`src/rtl/modbus_rtu_master_framer_assert.svh`:
```
// Assertion macros for the Modbus RTU master framer.
`ifndef MODBUS_RTU_MASTER_FRAMER_ASSERT_SVH
`define MODBUS_RTU_MASTER_FRAMER_ASSERT_SVH

// ante implies cons on the same edge
`define MRTU_ASSERT_IMP(label, ante, cons, msg) \
  label: assert property (@(posedge clk) disable iff (rst) (ante) |-> (cons)) \
    else $error(msg);

// cond never holds
`define MRTU_ASSERT_NEVER(label, cond, msg) \
  label: assert property (@(posedge clk) disable iff (rst) !(cond)) \
    else $error(msg);

`endif

```
`src/rtl/mrtu_pkg.sv`:
```
// Shared types, constants and CRC function for the Modbus RTU master framer.
`default_nettype none

package mrtu_pkg;

  localparam logic [15:0] CRC_INIT  = 16'hFFFF;
  localparam logic [15:0] CRC_POLY  = 16'hA001;
  localparam logic [7:0]  FC_READ   = 8'h03;
  localparam logic [7:0]  FC_PRESET = 8'h06;

  localparam int CovW    = 9;
  localparam int QDepth  = 4;
  localparam int NReqB   = 8;
  localparam int NCrcB   = 6;

  localparam logic KIND_TX      = 1'b0;
  localparam logic KIND_VERDICT = 1'b1;

  typedef enum logic [1:0] {
    ST_OK    = 2'd0,
    ST_CRC   = 2'd1,
    ST_FUNC  = 2'd2,
    ST_SHORT = 2'd3
  } status_t;

  // command word between front and back
  typedef struct packed {
    logic        kind;
    logic [7:0]  slave_id;
    logic        function_sel;
    logic [15:0] reg_address;
    logic [15:0] reg_value;
    status_t     status;
    logic [7:0]  resp_function;
    logic [7:0]  rx_length;
  } cmd_t;

  typedef struct packed {
    logic mid_request;
  } back_stat_t;

  function automatic logic [15:0] crc_byte(input logic [15:0] crc, input logic [7:0] b);
    logic [15:0] c;
    c = crc ^ {8'h00, b};
    for (int k = 0; k < 8; k++) begin
      c = c[0] ? ((c >> 1) ^ CRC_POLY) : (c >> 1);
    end
    return c;
  endfunction

endpackage

`default_nettype wire

```
`src/rtl/modbus_rtu_master_framer.sv`:
```
// Top level of the Modbus RTU master framer.
//
//  channel  | handshake          | words
//  ---------+--------------------+---------------------------------------------
//  input    | push / full        | mode, slave_id, function_sel, reg_address,
//           |                    | reg_value, rx_byte, rx_end
//  result   | empty / pop        | kind, tx_byte, tx_last, status,
//           |                    | resp_function, rx_length
//
// Input side takes one word per cycle while full is low; a received byte is folded
// into the CRC in the cycle it is accepted. A request yields eight result words,
// one per cycle unless pop stalls, set by the back-end byte sequencer. A verdict
// yields one word. full rises when the four-entry command queue is full; the result
// register holds its word while pop is low. Synchronous reset clears control state.
`default_nettype none

module modbus_rtu_master_framer #(
  parameter int MAX_FRAME = 128
) (
  input  wire logic        clk,
  input  wire logic        rst,
  input  wire logic        push,
  output logic             full,
  input  wire logic        mode,
  input  wire logic [7:0]  slave_id,
  input  wire logic        function_sel,
  input  wire logic [15:0] reg_address,
  input  wire logic [15:0] reg_value,
  input  wire logic [7:0]  rx_byte,
  input  wire logic        rx_end,
  output logic             empty,
  input  wire logic        pop,
  output logic             kind,
  output logic [7:0]       tx_byte,
  output logic             tx_last,
  output logic [1:0]       status,
  output logic [7:0]       resp_function,
  output logic [7:0]       rx_length
);

  logic                  take;
  logic                  q_push, q_full, q_pop, q_empty;
  mrtu_pkg::cmd_t        q_wdata, q_rdata;
  mrtu_pkg::back_stat_t  bstat;

  assign take = push && !full;
  assign full = q_full;

  mrtu_front #(.MAX_FRAME(MAX_FRAME)) u_front (
    .clk          (clk),
    .rst          (rst),
    .take         (take),
    .mode         (mode),
    .slave_id     (slave_id),
    .function_sel (function_sel),
    .reg_address  (reg_address),
    .reg_value    (reg_value),
    .rx_byte      (rx_byte),
    .rx_end       (rx_end),
    .cmd_push     (q_push),
    .cmd          (q_wdata)
  );

  mrtu_cmd_fifo u_fifo (
    .clk   (clk),
    .rst   (rst),
    .push  (q_push),
    .wdata (q_wdata),
    .full  (q_full),
    .pop   (q_pop),
    .rdata (q_rdata),
    .empty (q_empty)
  );

  mrtu_back u_back (
    .clk           (clk),
    .rst           (rst),
    .head          (q_rdata),
    .head_empty    (q_empty),
    .head_pop      (q_pop),
    .pop           (pop),
    .empty         (empty),
    .kind          (kind),
    .tx_byte       (tx_byte),
    .tx_last       (tx_last),
    .status        (status),
    .resp_function (resp_function),
    .rx_length     (rx_length),
    .stat          (bstat)
  );

  `include "modbus_rtu_master_framer_assert.svh"

  `MRTU_ASSERT_NEVER(a_push_when_full, q_push && q_full, "push into full queue")
  `MRTU_ASSERT_IMP(a_mid_req_has_head, bstat.mid_request, !q_empty, "request lost its entry")
  `MRTU_ASSERT_IMP(a_verdict_clean, !empty && kind, tx_byte == 8'h00 && !tx_last, "verdict tx data")
  `MRTU_ASSERT_IMP(a_tx_clean, !empty && !kind, status == mrtu_pkg::ST_OK && rx_length == 8'h00, "tx verdict data")

endmodule

`default_nettype wire

```
`src/rtl/mrtu_front.sv`:
```
// Front end: takes input words, runs the receive CRC and issues commands.
`default_nettype none

module mrtu_front #(
  parameter int MAX_FRAME = 128
) (
  input  wire logic                clk,
  input  wire logic                rst,
  input  wire logic                take,
  input  wire logic                mode,
  input  wire logic [7:0]          slave_id,
  input  wire logic                function_sel,
  input  wire logic [15:0]         reg_address,
  input  wire logic [15:0]         reg_value,
  input  wire logic [7:0]          rx_byte,
  input  wire logic                rx_end,
  output logic                     cmd_push,
  output mrtu_pkg::cmd_t           cmd
);

  localparam int IdxW = $clog2(MAX_FRAME + 1);

  logic [15:0]                     crc_running, crc_running_next;
  logic [15:0]                     crc_captured, crc_captured_next;
  logic [IdxW-1:0]                 byte_index, byte_index_next;
  logic [mrtu_pkg::CovW-1:0]       covered_length, covered_length_next;
  logic [7:0]                      func_code, func_code_next;
  logic [7:0]                      second_last_byte, second_last_byte_next;
  logic [7:0]                      last_byte, last_byte_next;

  logic [mrtu_pkg::CovW-1:0]       idx9, len9;
  logic [15:0]                     crc_upd;
  mrtu_pkg::status_t               st;

  assign idx9    = mrtu_pkg::CovW'(byte_index);
  assign crc_upd = mrtu_pkg::crc_byte(crc_running, rx_byte);

  // receive state update for one byte (values as left after this byte)
  always_comb begin
    crc_running_next      = crc_running;
    crc_captured_next     = crc_captured;
    byte_index_next       = byte_index;
    covered_length_next   = covered_length;
    func_code_next        = func_code;
    second_last_byte_next = second_last_byte;
    last_byte_next        = last_byte;
    if (byte_index < IdxW'(MAX_FRAME)) begin
      if (idx9 == mrtu_pkg::CovW'(1)) begin
        func_code_next      = rx_byte;
        covered_length_next = (rx_byte == mrtu_pkg::FC_PRESET) ?
                              mrtu_pkg::CovW'(6) : '0;
      end else if (idx9 == mrtu_pkg::CovW'(2) && func_code == mrtu_pkg::FC_READ) begin
        covered_length_next = mrtu_pkg::CovW'(3) + mrtu_pkg::CovW'(rx_byte);
      end
      if (idx9 < mrtu_pkg::CovW'(3) || idx9 < covered_length_next) begin
        crc_running_next = crc_upd;
        if (idx9 + mrtu_pkg::CovW'(1) == covered_length_next) crc_captured_next = crc_upd;
      end
      second_last_byte_next = last_byte;
      last_byte_next        = rx_byte;
      byte_index_next       = IdxW'(idx9 + mrtu_pkg::CovW'(1));
    end
  end

  assign len9 = mrtu_pkg::CovW'(byte_index_next);

  always_comb begin
    if (len9 < mrtu_pkg::CovW'(3)) begin
      st = mrtu_pkg::ST_SHORT;
    end else if (func_code_next != mrtu_pkg::FC_READ &&
                 func_code_next != mrtu_pkg::FC_PRESET) begin
      st = mrtu_pkg::ST_FUNC;
    end else if (len9 < covered_length_next) begin
      st = mrtu_pkg::ST_SHORT;
    end else if (crc_captured_next[7:0] == second_last_byte_next &&
                 crc_captured_next[15:8] == last_byte_next) begin
      st = mrtu_pkg::ST_OK;
    end else begin
      st = mrtu_pkg::ST_CRC;
    end
  end

  always_comb begin
    cmd_push          = take && (!mode || rx_end);
    cmd.kind          = mode ? mrtu_pkg::KIND_VERDICT : mrtu_pkg::KIND_TX;
    cmd.slave_id      = slave_id;
    cmd.function_sel  = function_sel;
    cmd.reg_address   = reg_address;
    cmd.reg_value     = reg_value;
    cmd.status        = st;
    cmd.resp_function = (len9 >= mrtu_pkg::CovW'(2)) ? func_code_next : 8'h00;
    cmd.rx_length     = len9[8] ? 8'hFF : len9[7:0];
  end

  always_ff @(posedge clk) begin
    // a request or a closed frame restarts reception
    if (rst || (take && (!mode || rx_end))) begin
      crc_running      <= mrtu_pkg::CRC_INIT;
      crc_captured     <= '0;
      byte_index       <= '0;
      covered_length   <= '0;
      func_code        <= '0;
      second_last_byte <= '0;
      last_byte        <= '0;
    end else if (take) begin
      crc_running      <= crc_running_next;
      crc_captured     <= crc_captured_next;
      byte_index       <= byte_index_next;
      covered_length   <= covered_length_next;
      func_code        <= func_code_next;
      second_last_byte <= second_last_byte_next;
      last_byte        <= last_byte_next;
    end
  end

endmodule

`default_nettype wire

```
`src/rtl/mrtu_cmd_fifo.sv`:
```
// Short command queue between front and back.
`default_nettype none

module mrtu_cmd_fifo (
  input  wire logic           clk,
  input  wire logic           rst,
  input  wire logic           push,
  input  wire mrtu_pkg::cmd_t wdata,
  output logic                full,
  input  wire logic           pop,
  output mrtu_pkg::cmd_t      rdata,
  output logic                empty
);

  localparam int PtrW = $clog2(mrtu_pkg::QDepth);
  localparam int CntW = $clog2(mrtu_pkg::QDepth + 1);

  mrtu_pkg::cmd_t   mem [mrtu_pkg::QDepth];
  logic [PtrW-1:0]  wr_ptr, rd_ptr;
  logic [CntW-1:0]  count;
  logic             do_push, do_pop;

  assign full    = (count == CntW'(mrtu_pkg::QDepth));
  assign empty   = (count == '0);
  assign do_push = push && !full;
  assign do_pop  = pop && !empty;
  assign rdata   = mem[rd_ptr];

  always_ff @(posedge clk) begin
    if (rst) begin
      wr_ptr <= '0;
      rd_ptr <= '0;
      count  <= '0;
    end else begin
      if (do_push) wr_ptr <= wr_ptr + 1'b1;
      if (do_pop)  rd_ptr <= rd_ptr + 1'b1;
      count <= count + CntW'(do_push) - CntW'(do_pop);
    end
  end

  always_ff @(posedge clk) begin
    if (do_push) mem[wr_ptr] <= wdata;
  end

endmodule

`default_nettype wire

```
`src/rtl/mrtu_back.sv`:
```
// Back end: serializes request frames with CRC and emits verdicts.
`default_nettype none

module mrtu_back (
  input  wire logic             clk,
  input  wire logic             rst,
  input  wire mrtu_pkg::cmd_t   head,
  input  wire logic             head_empty,
  output logic                  head_pop,
  input  wire logic             pop,
  output logic                  empty,
  output logic                  kind,
  output logic [7:0]            tx_byte,
  output logic                  tx_last,
  output logic [1:0]            status,
  output logic [7:0]            resp_function,
  output logic [7:0]            rx_length,
  output mrtu_pkg::back_stat_t  stat
);

  localparam int StepW = $clog2(mrtu_pkg::NReqB);
  localparam logic [StepW-1:0] LastStep = StepW'(mrtu_pkg::NReqB - 1);

  logic [StepW-1:0] step;
  logic [15:0]      crc;
  logic             out_valid;
  logic             advance;
  logic [7:0]       cur_byte;
  logic [7:0]       fc;

  assign advance = !head_empty && (!out_valid || pop);
  assign fc      = head.function_sel ? mrtu_pkg::FC_PRESET : mrtu_pkg::FC_READ;

  always_comb begin
    case (step)
      3'd0:    cur_byte = head.slave_id;
      3'd1:    cur_byte = fc;
      3'd2:    cur_byte = head.reg_address[15:8];
      3'd3:    cur_byte = head.reg_address[7:0];
      3'd4:    cur_byte = head.reg_value[15:8];
      3'd5:    cur_byte = head.reg_value[7:0];
      3'd6:    cur_byte = crc[7:0];
      default: cur_byte = crc[15:8];
    endcase
  end

  assign head_pop = advance &&
                    (head.kind == mrtu_pkg::KIND_VERDICT || step == LastStep);
  assign empty            = !out_valid;
  assign stat.mid_request = (step != '0);

  always_ff @(posedge clk) begin
    if (rst) begin
      out_valid <= 1'b0;
      step      <= '0;
      crc       <= mrtu_pkg::CRC_INIT;
    end else begin
      if (advance) begin
        out_valid <= 1'b1;
      end else if (pop) begin
        out_valid <= 1'b0;
      end
      if (advance && head.kind == mrtu_pkg::KIND_TX) begin
        if (step == LastStep) begin
          step <= '0;
          crc  <= mrtu_pkg::CRC_INIT;
        end else begin
          step <= step + 1'b1;
          if (step < StepW'(mrtu_pkg::NCrcB)) crc <= mrtu_pkg::crc_byte(crc, cur_byte);
        end
      end
    end
  end

  // output word register
  always_ff @(posedge clk) begin
    if (advance) begin
      kind <= head.kind;
      if (head.kind == mrtu_pkg::KIND_VERDICT) begin
        tx_byte       <= 8'h00;
        tx_last       <= 1'b0;
        status        <= head.status;
        resp_function <= head.resp_function;
        rx_length     <= head.rx_length;
      end else begin
        tx_byte       <= cur_byte;
        tx_last       <= (step == LastStep);
        status        <= mrtu_pkg::ST_OK;
        resp_function <= 8'h00;
        rx_length     <= 8'h00;
      end
    end
  end

endmodule

`default_nettype wire
```
`config.mk`:
```
export PLATFORM = sky130hd
export DESIGN_NAME = modbus_rtu_master_framer
export DESIGN_NICKNAME = d
export VERILOG_FILES = /design/src/rtl/mrtu_pkg.sv /design/src/rtl/modbus_rtu_master_framer.sv /design/src/rtl/mrtu_front.sv /design/src/rtl/mrtu_cmd_fifo.sv /design/src/rtl/mrtu_back.sv
export VERILOG_INCLUDE_DIRS = /design/src /design/src/rtl
export SDC_FILE = /design/constraint.sdc
export NUM_CORES = 1
export LEC_CHECK = 0
export ABC_AREA = 1
export BUFFER_PORTS_ARGS = -buffer_cell sky130_fd_sc_hd__clkbuf_2
export CORE_MARGIN = 1
export CORE_UTILIZATION = 45
export DETAILED_ROUTE_END_ITERATION = 10
export GPL_TIMING_DRIVEN = 0
export PLACE_DENSITY = 0.66
export SLEW_MARGIN = 40
export SYNTH_ARGS = -nofsm -noshare
export SYNTH_HDL_FRONTEND = slang
export SYNTH_SLANG_ARGS = --single-unit
```
`constraint.sdc`:
```
create_clock -name clk -period 11.9 [get_ports clk]
set_input_delay 1.19 -clock clk [delete_from_list [all_inputs] [get_ports clk]]
set_output_delay 1.19 -clock clk [all_outputs]
set_load 0.05 [all_outputs]
```
==> results of run 1 <==
==> area by class of cell <==
class / count / area share
multi-input cells: 1296 / 0.3113
well taps: 511 / 0.03155
repair buffers: 97 / 0.03655
clock inverters: 16 / 0.01037
clock buffers: 55 / 0.05520
inverters: 211 / 0.03909
diodes: 2 / 0.0002470
flip-flops and latches: 370 / 0.4979
plain buffers: 84 / 0.01772
==> worst max-delay path: cells and delay by family (launching register included) <==
kind | cells | cell delay, ps
AOI/OAI and AO/OA | 2 | 1290
buffers and inverters | 2 | 1200
and+or+nand+nor | 8 | 1030
DFF | 1 | 560
adders and majority gates | 1 | 430
==> flip-flops by register name (all words and copies together), names as in the netlist, named ones only <==
register and count:
u_front.crc_captured 16, u_back.kind 1, u_fifo.wr_ptr 2, u_fifo.count 3, u_front.byte_index 8, u_back.step 3, u_fifo.rd_ptr 2, u_front.second_last_byte 8
u_front.covered_length 9, u_back.resp_function 8, u_front.crc_running 16, u_fifo.mem 240, u_back.status 2, u_back.out_valid 1, u_back.rx_length 8, u_back.crc 16
u_back.tx_last 1, u_back.tx_byte 8, u_front.func_code 8, u_front.last_byte 8
==> layout by cell type, fill, tap and decap left out, types with 8 or more instances in the layout <==
cell type and count:
sky130_fd_sc_hd__nand2_1 442, sky130_fd_sc_hd__edfxtp_1 268, sky130_fd_sc_hd__nor2_1 236, sky130_fd_sc_hd__o21ai_0 211, sky130_fd_sc_hd__inv_1 205, sky130_fd_sc_hd__nand3_1 134
sky130_fd_sc_hd__dfxtp_1 102, sky130_fd_sc_hd__clkbuf_2 79, sky130_fd_sc_hd__clkbuf_1 76, sky130_fd_sc_hd__a21oi_1 75, sky130_fd_sc_hd__clkbuf_16 41, sky130_fd_sc_hd__o22ai_1 33
sky130_fd_sc_hd__ha_1 33, sky130_fd_sc_hd__o211ai_1 31, sky130_fd_sc_hd__or2_2 17, sky130_fd_sc_hd__xnor2_1 12, sky130_fd_sc_hd__nand4_1 12, sky130_fd_sc_hd__buf_8 12
sky130_fd_sc_hd__buf_2 11, sky130_fd_sc_hd__nand2_2 8, sky130_fd_sc_hd__xor2_1 8
==> cells by family after synthesis <==
| family | after synthesis |
|---|---|
| AO/OA/AOI/OAI | 364 |
| buffers and inverters | 295 |
| flip-flops | 370 |
| adder cells (fa/ha/maj) | 34 |
| XOR/XNOR | 20 |
| AND/OR/NAND/NOR | 878 |
==> power breakdown <==
part	switching, mW	leakage, nW	internal (mW)	total [mW]
clock network	0.521	0.650	0.732	1.25
logic	1.41	4.58	0.545	1.95
registers	0.0951	3.32	1.62	1.72
==> routing by layer <==
layer	routed length (microns)	up-vias	GRT usage
met1	20030	6653	0.3163
met3	3391	109	0.04186
li1	-	6867	-
met2	23370	475	0.4155
met5	25	-	0
met4	1693	4	0.1066
==> through the flow <==
step	instance area [sq um]	total power, mW
2_1_floorplan	17500	3.083
3_3_place_gp	18540	3.612
3_5_place_dp	18930	3.689
4_1_cts	20260	4.945
5_1_grt	20260	5.236
6_report	20260	4.925
==> worst max-delay path by stage <==
stage | startpoint | to | slack [ps] | cells after the start
2_1_floorplan | push | u_fifo.mem[0][0] | 6870 | 6
3_3_place_gp | push | u_fifo.mem[0][19] | 4190 | 7
3_5_place_dp | rx_byte[0] | u_fifo.mem[1][16] | 6700 | 32
4_1_cts | u_front.byte_index[7] | u_fifo.mem[0][16] | 7290 | 13
5_1_grt | rx_byte[0] | u_fifo.mem[0][16] | 6870 | 32
6_report | u_front.byte_index[7] | u_fifo.mem[0][16] | 7090 | 13
==> metrics, run 1 <==
outcome=finished clean; internal reg-to-reg setup slack=between 7000 and 8000 ps; Detail Route Antenna Nets=0; worst flop-to-flop path endpoint=u_fifo.mem[0][16]; CTS clock-pin slew for the worst setup and hold paths=around 60 ps; Critical Path RT=roughly 12,000 ps; router iterations before antenna repair=5; Slew @ Worst Pin=roughly 900 ps; Startpoint Class=flop; filler-free cell count of the finished design=between 2,000 and 3,000; hold buffer count at CTS=0; Finished Core Util=0.5342; worst path arrival time=approximately 5100 ps; number of buffers on the longest clock path=3; routed length per instance=around 18 microns; row count=71; unrepaired setup endpoints after global routing=no; headroom to the max-slew limit=0.3916; crit path kind=flop to flop; # nets final=between 2,000 and 2,500; peak ir drop on the vdd network=~120 uV; TritonCTS sink count=370; highest attainable clock frequency=between 200 and 250 MHz; floorplan die width=199.2 microns; worst hold slack=458.6 ps; biggest area contributors in the synthesized netlist=sky130_fd_sc_hd__edfxtp_1 46%, sky130_fd_sc_hd__dfxtp_1 12%, sky130_fd_sc_hd__nand2_1 9.5%; main flop type after synthesis=sky130_fd_sc_hd__edfxtp_1; accumulated negative setup slack=0 ps; fraction of the mapped netlist area in compound gates=0.1127; Finish-stage setup viols=0; area enclosed by the die boundary=approximately 0.040 sq mm; DRC Markers=0; Worst R2R Path Depth=13; simple-gate portion of the synthesized area=0.2104; share of synthesized area occupied by flip-flops and latches=0.5764; Setup WS pre-CTS=6701 ps; I/O pin total=85; largest family of logic cells by synthesized area=simple AND/OR/NAND/NOR gates; part of the cycle the worst path needs=0.4041; via count=14,108; Max Cap Viol=0; number of I/O port buffers=around 80; total detailed-routing wirelength=48,510 microns; hold depth=2; worst clock skew on the final layout=around 12 ps; die outline height=approximately 200 microns; share of flip-flops with an asynchronous set or reset=0; total of cells resized after clock tree synthesis=0; total nets after synthesis=2,050; TritonCTS Buffers=41; multiplexer share of the synthesized area=0; insertion delay to the later sink of the worst-skew pair=~570 ps; TritonCTS clock tree=built; wire length of the first global-routing pass=around 74,000 microns; share of synthesized cell area in full adder, half adder and majority cells=0.02473; total count of max-transition violations in the final report=0; clock period minus worst slack=4809 ps; cell taking the most area after synthesis=sky130_fd_sc_hd__edfxtp_1; average footprint of a synthesized cell=between 8 and 9 sq um; global placer's final weighted congestion=slightly above 0.9; Min-Delay Path Class=flop to flop; area taken by flip-flops and latches=0.01009 sq mm; total number of yosys warnings=0; Synth Cell Area=~0.018 sq mm; highest cell delay on the worst timing path=between 700 and 800 ps; via count of the first global-routing pass=between 10,000 and 15,000; dpl hpwl=roughly 35,000 microns; Hold Vio Cnt, Final=0; Area growth syn-to-layout=15.76%; cell-by-cell listing of the critical path=clkbuf_1, clkbuf_1, o21ai_0, ha_1, nand4_1, o31ai_1, nand2_1, nor2_1, nand2_1, nor2_1, nand3_1, nand2_1, nand2_1; number of levels in the clock H-tree=2; number of enable-type register cells in the synthesized netlist=roughly 270; Pleak=around 8.5 nW; via density per instance=between 5 and 6; kind of end point of the critical path=flop; Worst R2R Start=u_front.byte_index[7]; root buffer cell=sky130_fd_sc_hd__clkbuf_16; post-synthesis cell type count=46; starting utilization of the core area=0.4615; power density relative to cell area=between 200 and 250 mW/mm^2; Total Routing Usage GR=0.2481; cell count after synthesis=around 2,000; cell seen most often among critical-path stages=sky130_fd_sc_hd__nand2_1; Yosys reg bits=370; Max Fanout on Critical Path=10; Core Footprint=between 0.03 and 0.04 sq mm; cell with the largest stage delay on the worst path=sky130_fd_sc_hd__o31ai_1; xor-xnor portion of the synthesized cell area=0.01001; number of antenna violations at the first check in global routing=3; Multi-input gate area=approximately 0.0063 sq mm; source of the worst hold timing path=u_front.second_last_byte[0]; setup bufs post-CTS=0; Final WS setup=~7100 ps; top cell types by occurrence after synthesis=442 x sky130_fd_sc_hd__nand2_1, 268 x sky130_fd_sc_hd__edfxtp_1, 240 x sky130_fd_sc_hd__nor2_1; share of final-layout standard cells stronger than drive strength 1=0.1062; placed cell count=2,569; number of design-rule violations left by the first detailed-router iteration=between 900 and 1,000; FILL cells=3,463; WHS Endpoint=u_front.second_last_byte[0]; most frequent cell after synthesis=sky130_fd_sc_hd__nand2_1; GR Overflow Total=0; pin count of the biggest net entering global routing=18; area share of the largest cell type after synthesis=0.4598
Note: power is estimated with default switching activity, not from simulation.
==> run 2: changes to the inputs <==
--- a/config.mk
+++ b/config.mk
@@ -6,13 +6,13 @@
 export SDC_FILE = /design/constraint.sdc
 export NUM_CORES = 1
 export LEC_CHECK = 0
-export ABC_AREA = 1
+export ABC_AREA = 0
 export BUFFER_PORTS_ARGS = -buffer_cell sky130_fd_sc_hd__clkbuf_2
 export CORE_MARGIN = 1
 export CORE_UTILIZATION = 45
 export DETAILED_ROUTE_END_ITERATION = 10
 export GPL_TIMING_DRIVEN = 0
-export PLACE_DENSITY = 0.66
+export PLACE_DENSITY = 0.68
 export SLEW_MARGIN = 40
 export SYNTH_ARGS = -nofsm -noshare
 export SYNTH_HDL_FRONTEND = slang
==> constraint.sdc (replaced) <==
create_clock -name clk -period 4.4 [get_ports clk]
set_input_delay 0.44 -clock clk [delete_from_list [all_inputs] [get_ports clk]]
set_output_delay 0.44 -clock clk [all_outputs]
set_load 0.05 [all_outputs]
==> metrics, run 2 <==
kind of end point of the critical path=flop; # nets final=approximately 1,400; Finish-stage setup viols=0; WHS Endpoint=u_fifo.mem[3][37]; FILL cells=between 2,000 and 3,000; cell area after placement=0.01774 sq mm; total count of max-transition violations in the final report=0; via count=10,353; cell taking the most area after synthesis=sky130_fd_sc_hd__edfxtp_1; Pleak=slightly below 7 nW; share of synthesized area occupied by flip-flops and latches=0.6100; cell area after layout=between 0.015 and 0.02 sq mm; number of design-rule violations left by the first detailed-router iteration=between 700 and 800; highest-count cells in the layout ignoring fill and taps=268 x sky130_fd_sc_hd__edfxtp_1, 126 x sky130_fd_sc_hd__nand2_1, 98 x sky130_fd_sc_hd__dfxtp_1, 82 x sky130_fd_sc_hd__clkbuf_2, 68 x sky130_fd_sc_hd__nor2_1; TritonCTS clock tree=built; router iterations before antenna repair=5; most frequent standard cell in the layout excluding fill and tap cells=sky130_fd_sc_hd__edfxtp_1; hold depth=1; Critical Path RT=between 4000 and 5000 ps; post-synthesis cell type count=slightly below 80; part of the cycle the worst path needs=0.9885; Area growth syn-to-layout=17.10%; number of flip-flops in the largest register=240; clock period minus worst slack=4349 ps; insertion delay to the later sink of the worst-skew pair=between 500 and 600 ps; average footprint of a synthesized cell=between 10 and 15 sq um; Worst R2R Path Depth=19; top cell types by occurrence after synthesis=268 x sky130_fd_sc_hd__edfxtp_1, 126 x sky130_fd_sc_hd__nand2_1, 102 x sky130_fd_sc_hd__dfxtp_1; Startpoint Class=flop; number of antenna violations at the first check in global routing=1; most frequent cell after synthesis=sky130_fd_sc_hd__edfxtp_1; dpl hpwl=approximately 27,000 microns; row count=a little under 70; placed cell count=around 1,800; total detailed-routing wirelength=~39,000 microns; worst flop-to-flop path endpoint=u_fifo.mem[0][16]; outcome=finished clean; hold buffer count at CTS=0; Detail Route Antenna Nets=0; Worst R2R Start=u_front.byte_index[2]; I/O pin total=between 80 and 90; source of the worst hold timing path=reg_address[3]; Total Routing Usage GR=0.2103; root buffer cell=sky130_fd_sc_hd__clkbuf_16; filler-free cell count of the finished design=between 1,500 and 2,000; floorplan die width=about 190 microns; wire length of the first global-routing pass=around 61,000 microns; number of buffers on the longest clock path=3; internal reg-to-reg setup slack=50 ps; worst path arrival time=4620 ps; Slew @ Worst Pin=809.6 ps; pin count of the biggest net entering global routing=28; GR Overflow Total=0; Max Fanout on Critical Path=6; global placer's final weighted congestion=between 0.8 and 0.9; PnR Total Power=around 12 mW; power density relative to cell area=around 610 mW/mm^2; die outline height=193.7 microns; main flop type after synthesis=sky130_fd_sc_hd__edfxtp_1; share of flip-flops with an asynchronous set or reset=0; TritonCTS Buffers=39; Hold Vio Cnt, Final=0; CTS clock-pin slew for the worst setup and hold paths=approximately 60 ps; cell count after synthesis=about 1,200; Min-Delay Path Class=input pin to flop; Yosys reg bits=370; Core Footprint=around 0.036 sq mm; worst clock skew on the final layout=between 20 and 30 ps; TritonCTS sink count=between 300 and 400; register ranked first by flip-flop count=u_fifo.mem; via density per instance=roughly 5.6; starting utilization of the core area=0.4617; area share of the largest cell type after synthesis=0.4865; total nets after synthesis=approximately 1,300; via count of the first global-routing pass=10,410; number of I/O port buffers=just under 80; number of levels in the clock H-tree=2; biggest area contributors in the synthesized netlist=sky130_fd_sc_hd__edfxtp_1 49%, sky130_fd_sc_hd__dfxtp_1 12%, sky130_fd_sc_hd__mux4_2 5.9%; peak ir drop on the vdd network=364.5 uV; area enclosed by the die boundary=about 0.038 sq mm; Max Cap Viol=0; headroom to the max-slew limit=0.4558; number of enable-type register cells in the synthesized netlist=roughly 270; routed length per instance=approximately 21 microns; DRC Markers=0; share of final-layout standard cells stronger than drive strength 1=0.2193; highest attainable clock frequency=between 200 and 250 MHz; unrepaired setup endpoints after global routing=yes; Synth Cell Area=roughly 0.017 sq mm; crit path kind=flop to flop; total number of yosys warnings=0
run 2: layout make-up:
class | instances | area [sq um] | share of cell area
diodes | 1 | 2.502 | 0.0001292
plain buffers | 63 | 417.9 | 0.02157
clock buffers | 54 | 1077 | 0.05562
clock inverters | 17 | 180.2 | 0.009302
inverters | 26 | 97.59 | 0.005038
multi-input cells | 745 | 6157 | 0.3179
flip-flops and latches | 370 | 10100 | 0.5213
well taps | 461 | 576.8 | 0.02978
repair buffers | 111 | 763.2 | 0.03940
run 2: where the power goes:
part	internal, mW	switching (mW)
clock	1.90	1.32
combinational	1.60	2.55
sequential	4.25	0.213
run 2: critical path, stage by stage (launching register included):
cell and delay (ps):
sky130_fd_sc_hd__dfxtp_2 320, sky130_fd_sc_hd__buf_6 130, sky130_fd_sc_hd__nor4_4 240, sky130_fd_sc_hd__buf_4 190
sky130_fd_sc_hd__and4_1 190, sky130_fd_sc_hd__buf_6 130, sky130_fd_sc_hd__mux2i_1 210, sky130_fd_sc_hd__nor2_2 80
sky130_fd_sc_hd__ha_1 290, sky130_fd_sc_hd__nor2_2 100, sky130_fd_sc_hd__o221ai_2 110, sky130_fd_sc_hd__a2111oi_4 210
sky130_fd_sc_hd__o31a_1 250, sky130_fd_sc_hd__buf_4 130, sky130_fd_sc_hd__nand3_2 50, sky130_fd_sc_hd__or4b_4 600
sky130_fd_sc_hd__a211o_1 260, sky130_fd_sc_hd__nand2_1 90, sky130_fd_sc_hd__nand4_1 140, sky130_fd_sc_hd__o31a_1 350
run 2: worst max-delay path by stage:
stage                                from                end  slack, ps  depth (start not counted)
floorplan                      rx_byte[0]  u_fifo.mem[0][16]        380                         17
global placement                      pop    u_fifo.count[2]       -930                         12
detailed placement             rx_byte[1]  u_fifo.mem[0][16]       -700                         19
CTS                 u_front.byte_index[0]  u_fifo.mem[0][16]          4                         22
global route        u_front.byte_index[5]  u_fifo.mem[3][16]        -90                         17
finish              u_front.byte_index[2]  u_fifo.mem[0][16]         50                         19
run 2: logic make-up (layout without fill, tap and decap cells):
| family | Yosys count | in the layout | share of synthesized area |
|---|---|---|---|
| compound gates | 169 | 169 | 0.07027 |
| xor+xnor | 95 | 95 | 0.05446 |
| simple gates | 337 | 337 | 0.09750 |
| flops | 370 | 370 | 0.6100 |
| other cells | 0 | 1 | 0 |
| buf+inv | 93 | 271 | 0.03109 |
| fa+ha+maj | 34 | 34 | 0.02617 |
| mux | 110 | 110 | 0.1105 |
run 2: metal layers:
| layer | global-route usage | routed length [microns] | vias to the layer above |
|---|---|---|---|
| li1 | - | - | 4816 |
| met1 | 0.2867 | 17040 | 5176 |
| met2 | 0.3471 | 19090 | 311 |
| met3 | 0.03322 | 2251 | 50 |
| met4 | 0.06252 | 743 | 0 |
| met5 | 0 | 0 | - |
run 2: repair_timing:
action,in CTS,in global routing
resized for setup,26,26
endpoints found under the setup margin,18,5
pin swaps,9,12
buffers inserted,9,12
gates cloned,1,0
run 2: per-stage QoR:
stage / setup TNS, ps / util / setup slack (ps) / hold slack [ps]
2_1_floorplan: 0 / - / 380.1 / 436.0
3_3_place_gp: -74030 / 0.4888 / -930.1 / 441.4
3_5_place_dp: -5749 / 0.4952 / -704.7 / 447.6
4_1_cts: 0 / 0.5345 / 4.313 / 95.38
5_1_grt: -345.9 / 0.5406 / -88.01 / 99.51
6_report: 0 / 0.5406 / 50.67 / 115.5
==> run 3: changes to the inputs <==
--- a/config.mk
+++ b/config.mk
@@ -8,6 +8,7 @@
 export LEC_CHECK = 0
 export ABC_AREA = 0
 export BUFFER_PORTS_ARGS = -buffer_cell sky130_fd_sc_hd__clkbuf_2
+export CORE_ASPECT_RATIO = 2
 export CORE_MARGIN = 1
 export CORE_UTILIZATION = 45
 export DETAILED_ROUTE_END_ITERATION = 10
==> metrics, run 3 (synthesis results as in run 2) <==
internal reg-to-reg setup slack=70 ps; DRC Markers=0; TritonCTS Buffers=31; I/O pin total=between 80 and 90; Area growth syn-to-layout=15.73%; root buffer cell=sky130_fd_sc_hd__clkbuf_16; number of buffers on the longest clock path=3; Setup WS pre-CTS=-804.7 ps; clock period minus worst slack=4331 ps; highest-count cells in the layout ignoring fill and taps=268 x sky130_fd_sc_hd__edfxtp_1, 126 x sky130_fd_sc_hd__nand2_1, 98 x sky130_fd_sc_hd__dfxtp_1, 82 x sky130_fd_sc_hd__clkbuf_2, 67 x sky130_fd_sc_hd__nor2_1; crit path kind=flop to flop; number of antenna violations at the first check in global routing=0; dpl hpwl=about 31,000 microns; via count of the first global-routing pass=around 11,000; wire length of the first global-routing pass=62,320 microns; router iterations before antenna repair=5; worst path arrival time=between 4000 and 5000 ps; total count of max-transition violations in the final report=0; source of the worst hold timing path=slave_id[0]; Slew @ Worst Pin=between 700 and 800 ps; via density per instance=5.690; insertion delay to the later sink of the worst-skew pair=approximately 580 ps; routed length per instance=22.85 microns; Startpoint Class=flop; worst hold slack=about 73 ps; Detail Route Antenna Nets=0; headroom to the max-slew limit=0.4844; unrepaired setup endpoints after global routing=yes; worst clock skew on the final layout=approximately 18 ps; Min-Delay Path Class=input pin to flop; number of levels in the clock H-tree=1; via count=10,396; # nets final=roughly 1,400; number of I/O port buffers=just under 80; Max Fanout on Critical Path=5; highest attainable clock frequency=approximately 230 MHz; ANT cells=0; Worst R2R Start=u_front.byte_index[7]; number of flip-flops in the largest register=between 200 and 250; accumulated negative setup slack=0 ps; part of the cycle the worst path needs=0.9843; floorplan die width=approximately 140 microns; Critical Path RT=around 4700 ps; area enclosed by the die boundary=roughly 0.038 sq mm; cell area after layout=0.01914 sq mm; Final WS setup=69.14 ps; kind of end point of the critical path=flop; Pleak=6.673 nW; starting utilization of the core area=0.4558; TritonCTS sink count=370; share of final-layout standard cells stronger than drive strength 1=0.2229; peak ir drop on the vdd network=488.7 uV; cell area after placement=between 0.015 and 0.02 sq mm; Total Routing Usage GR=0.2266; hold buffer count at CTS=0; Worst R2R Path Depth=20; PnR Total Power=11.50 mW; Hold Vio Cnt, Final=0; register ranked first by flip-flop count=u_fifo.mem; startpoint of the worst setup timing path=u_front.byte_index[7]; power density relative to cell area=between 600 and 700 mW/mm^2; pin count of the biggest net entering global routing=34; die outline height=between 200 and 300 microns; CTS clock-pin slew for the worst setup and hold paths=~70 ps; total detailed-routing wirelength=~42,000 microns; TritonCTS clock tree=built; FILL cells=~3,000; number of design-rule violations left by the first detailed-router iteration=a little over 600; Finish-stage setup viols=0; row count=99; Core Footprint=between 0.03 and 0.04 sq mm; Max Cap Viol=0; hold depth=1; outcome=finished clean; most frequent standard cell in the layout excluding fill and tap cells=sky130_fd_sc_hd__edfxtp_1; worst flop-to-flop path endpoint=u_fifo.mem[1][16]; GR Overflow Total=0; global placer's final weighted congestion=about 0.94; WHS Endpoint=u_fifo.mem[2][51]
run 3: per-layer routing:
metal	GRT usage	wire, microns	vias to the layer above
met2	0.4492	23880	318
met5	0	0	-
met4	0.1510	3088	0
met3	0.02337	1479	135
met1	0.2071	13290	5159
li1	-	-	4784
run 3: critical path: stages (launching register included):
cell and delay, ps:
sky130_fd_sc_hd__dfxtp_2 330, sky130_fd_sc_hd__buf_8 120, sky130_fd_sc_hd__nor4_4 270, sky130_fd_sc_hd__buf_6 170, sky130_fd_sc_hd__and4_1 210, sky130_fd_sc_hd__buf_6 120
sky130_fd_sc_hd__mux2i_1 210, sky130_fd_sc_hd__nor2_2 70, sky130_fd_sc_hd__ha_1 300, sky130_fd_sc_hd__nor2_2 100, sky130_fd_sc_hd__o221ai_2 110, sky130_fd_sc_hd__a2111oi_4 200
sky130_fd_sc_hd__o31a_1 240, sky130_fd_sc_hd__o311ai_2 130, sky130_fd_sc_hd__nor3b_2 180, sky130_fd_sc_hd__buf_4 160, sky130_fd_sc_hd__buf_12 140, sky130_fd_sc_hd__mux2i_4 300
sky130_fd_sc_hd__xnor2_2 140, sky130_fd_sc_hd__nand4_1 220, sky130_fd_sc_hd__o31a_1 340
run 3: stage by stage:
stage,std cells,util
floorplan,1208,-
global placement,1741,0.4823
detailed placement,1748,0.4864
CTS,1817,0.5227
global route,1827,0.5274
finish,1827,0.5274
run 3: timing repair:
item / 4_1_cts / 5_1_grt
setup buffers: 12 / 11
gates cloned: 1 / 0
gates resized for setup: 43 / 24
pin swaps: 12 / 15
setup endpoints to repair: 31 / 9
run 3: worst max path at each step:
stage,end,cells past startpoint,slack (ps)
2_1_floorplan,u_fifo.mem[0][16],17,380
3_3_place_gp,u_fifo.mem[0][16],19,-790
3_5_place_dp,u_fifo.mem[1][16],19,-800
4_1_cts,u_fifo.mem[2][16],20,0.7
5_1_grt,u_fifo.mem[0][16],17,-90
6_report,u_fifo.mem[1][16],20,70
run 3: report_power, final:
part,leakage (nW),internal [mW],switching (mW)
logic,2.85,1.59,2.61
registers,3.32,4.25,0.199
clock network,0.504,1.59,1.26
run 3: final cells by class:
class,instances,area [sq um],area share
clock inverter,17,202.7,0.01059
timing repair buffer,110,684.4,0.03575
sequential,370,10100,0.5276
multi-input combinational,745,6203,0.3241
clock buffer,41,843.3,0.04406
inverter,26,97.59,0.005098
tap,454,568.0,0.02968
buffer,64,442.9,0.02314
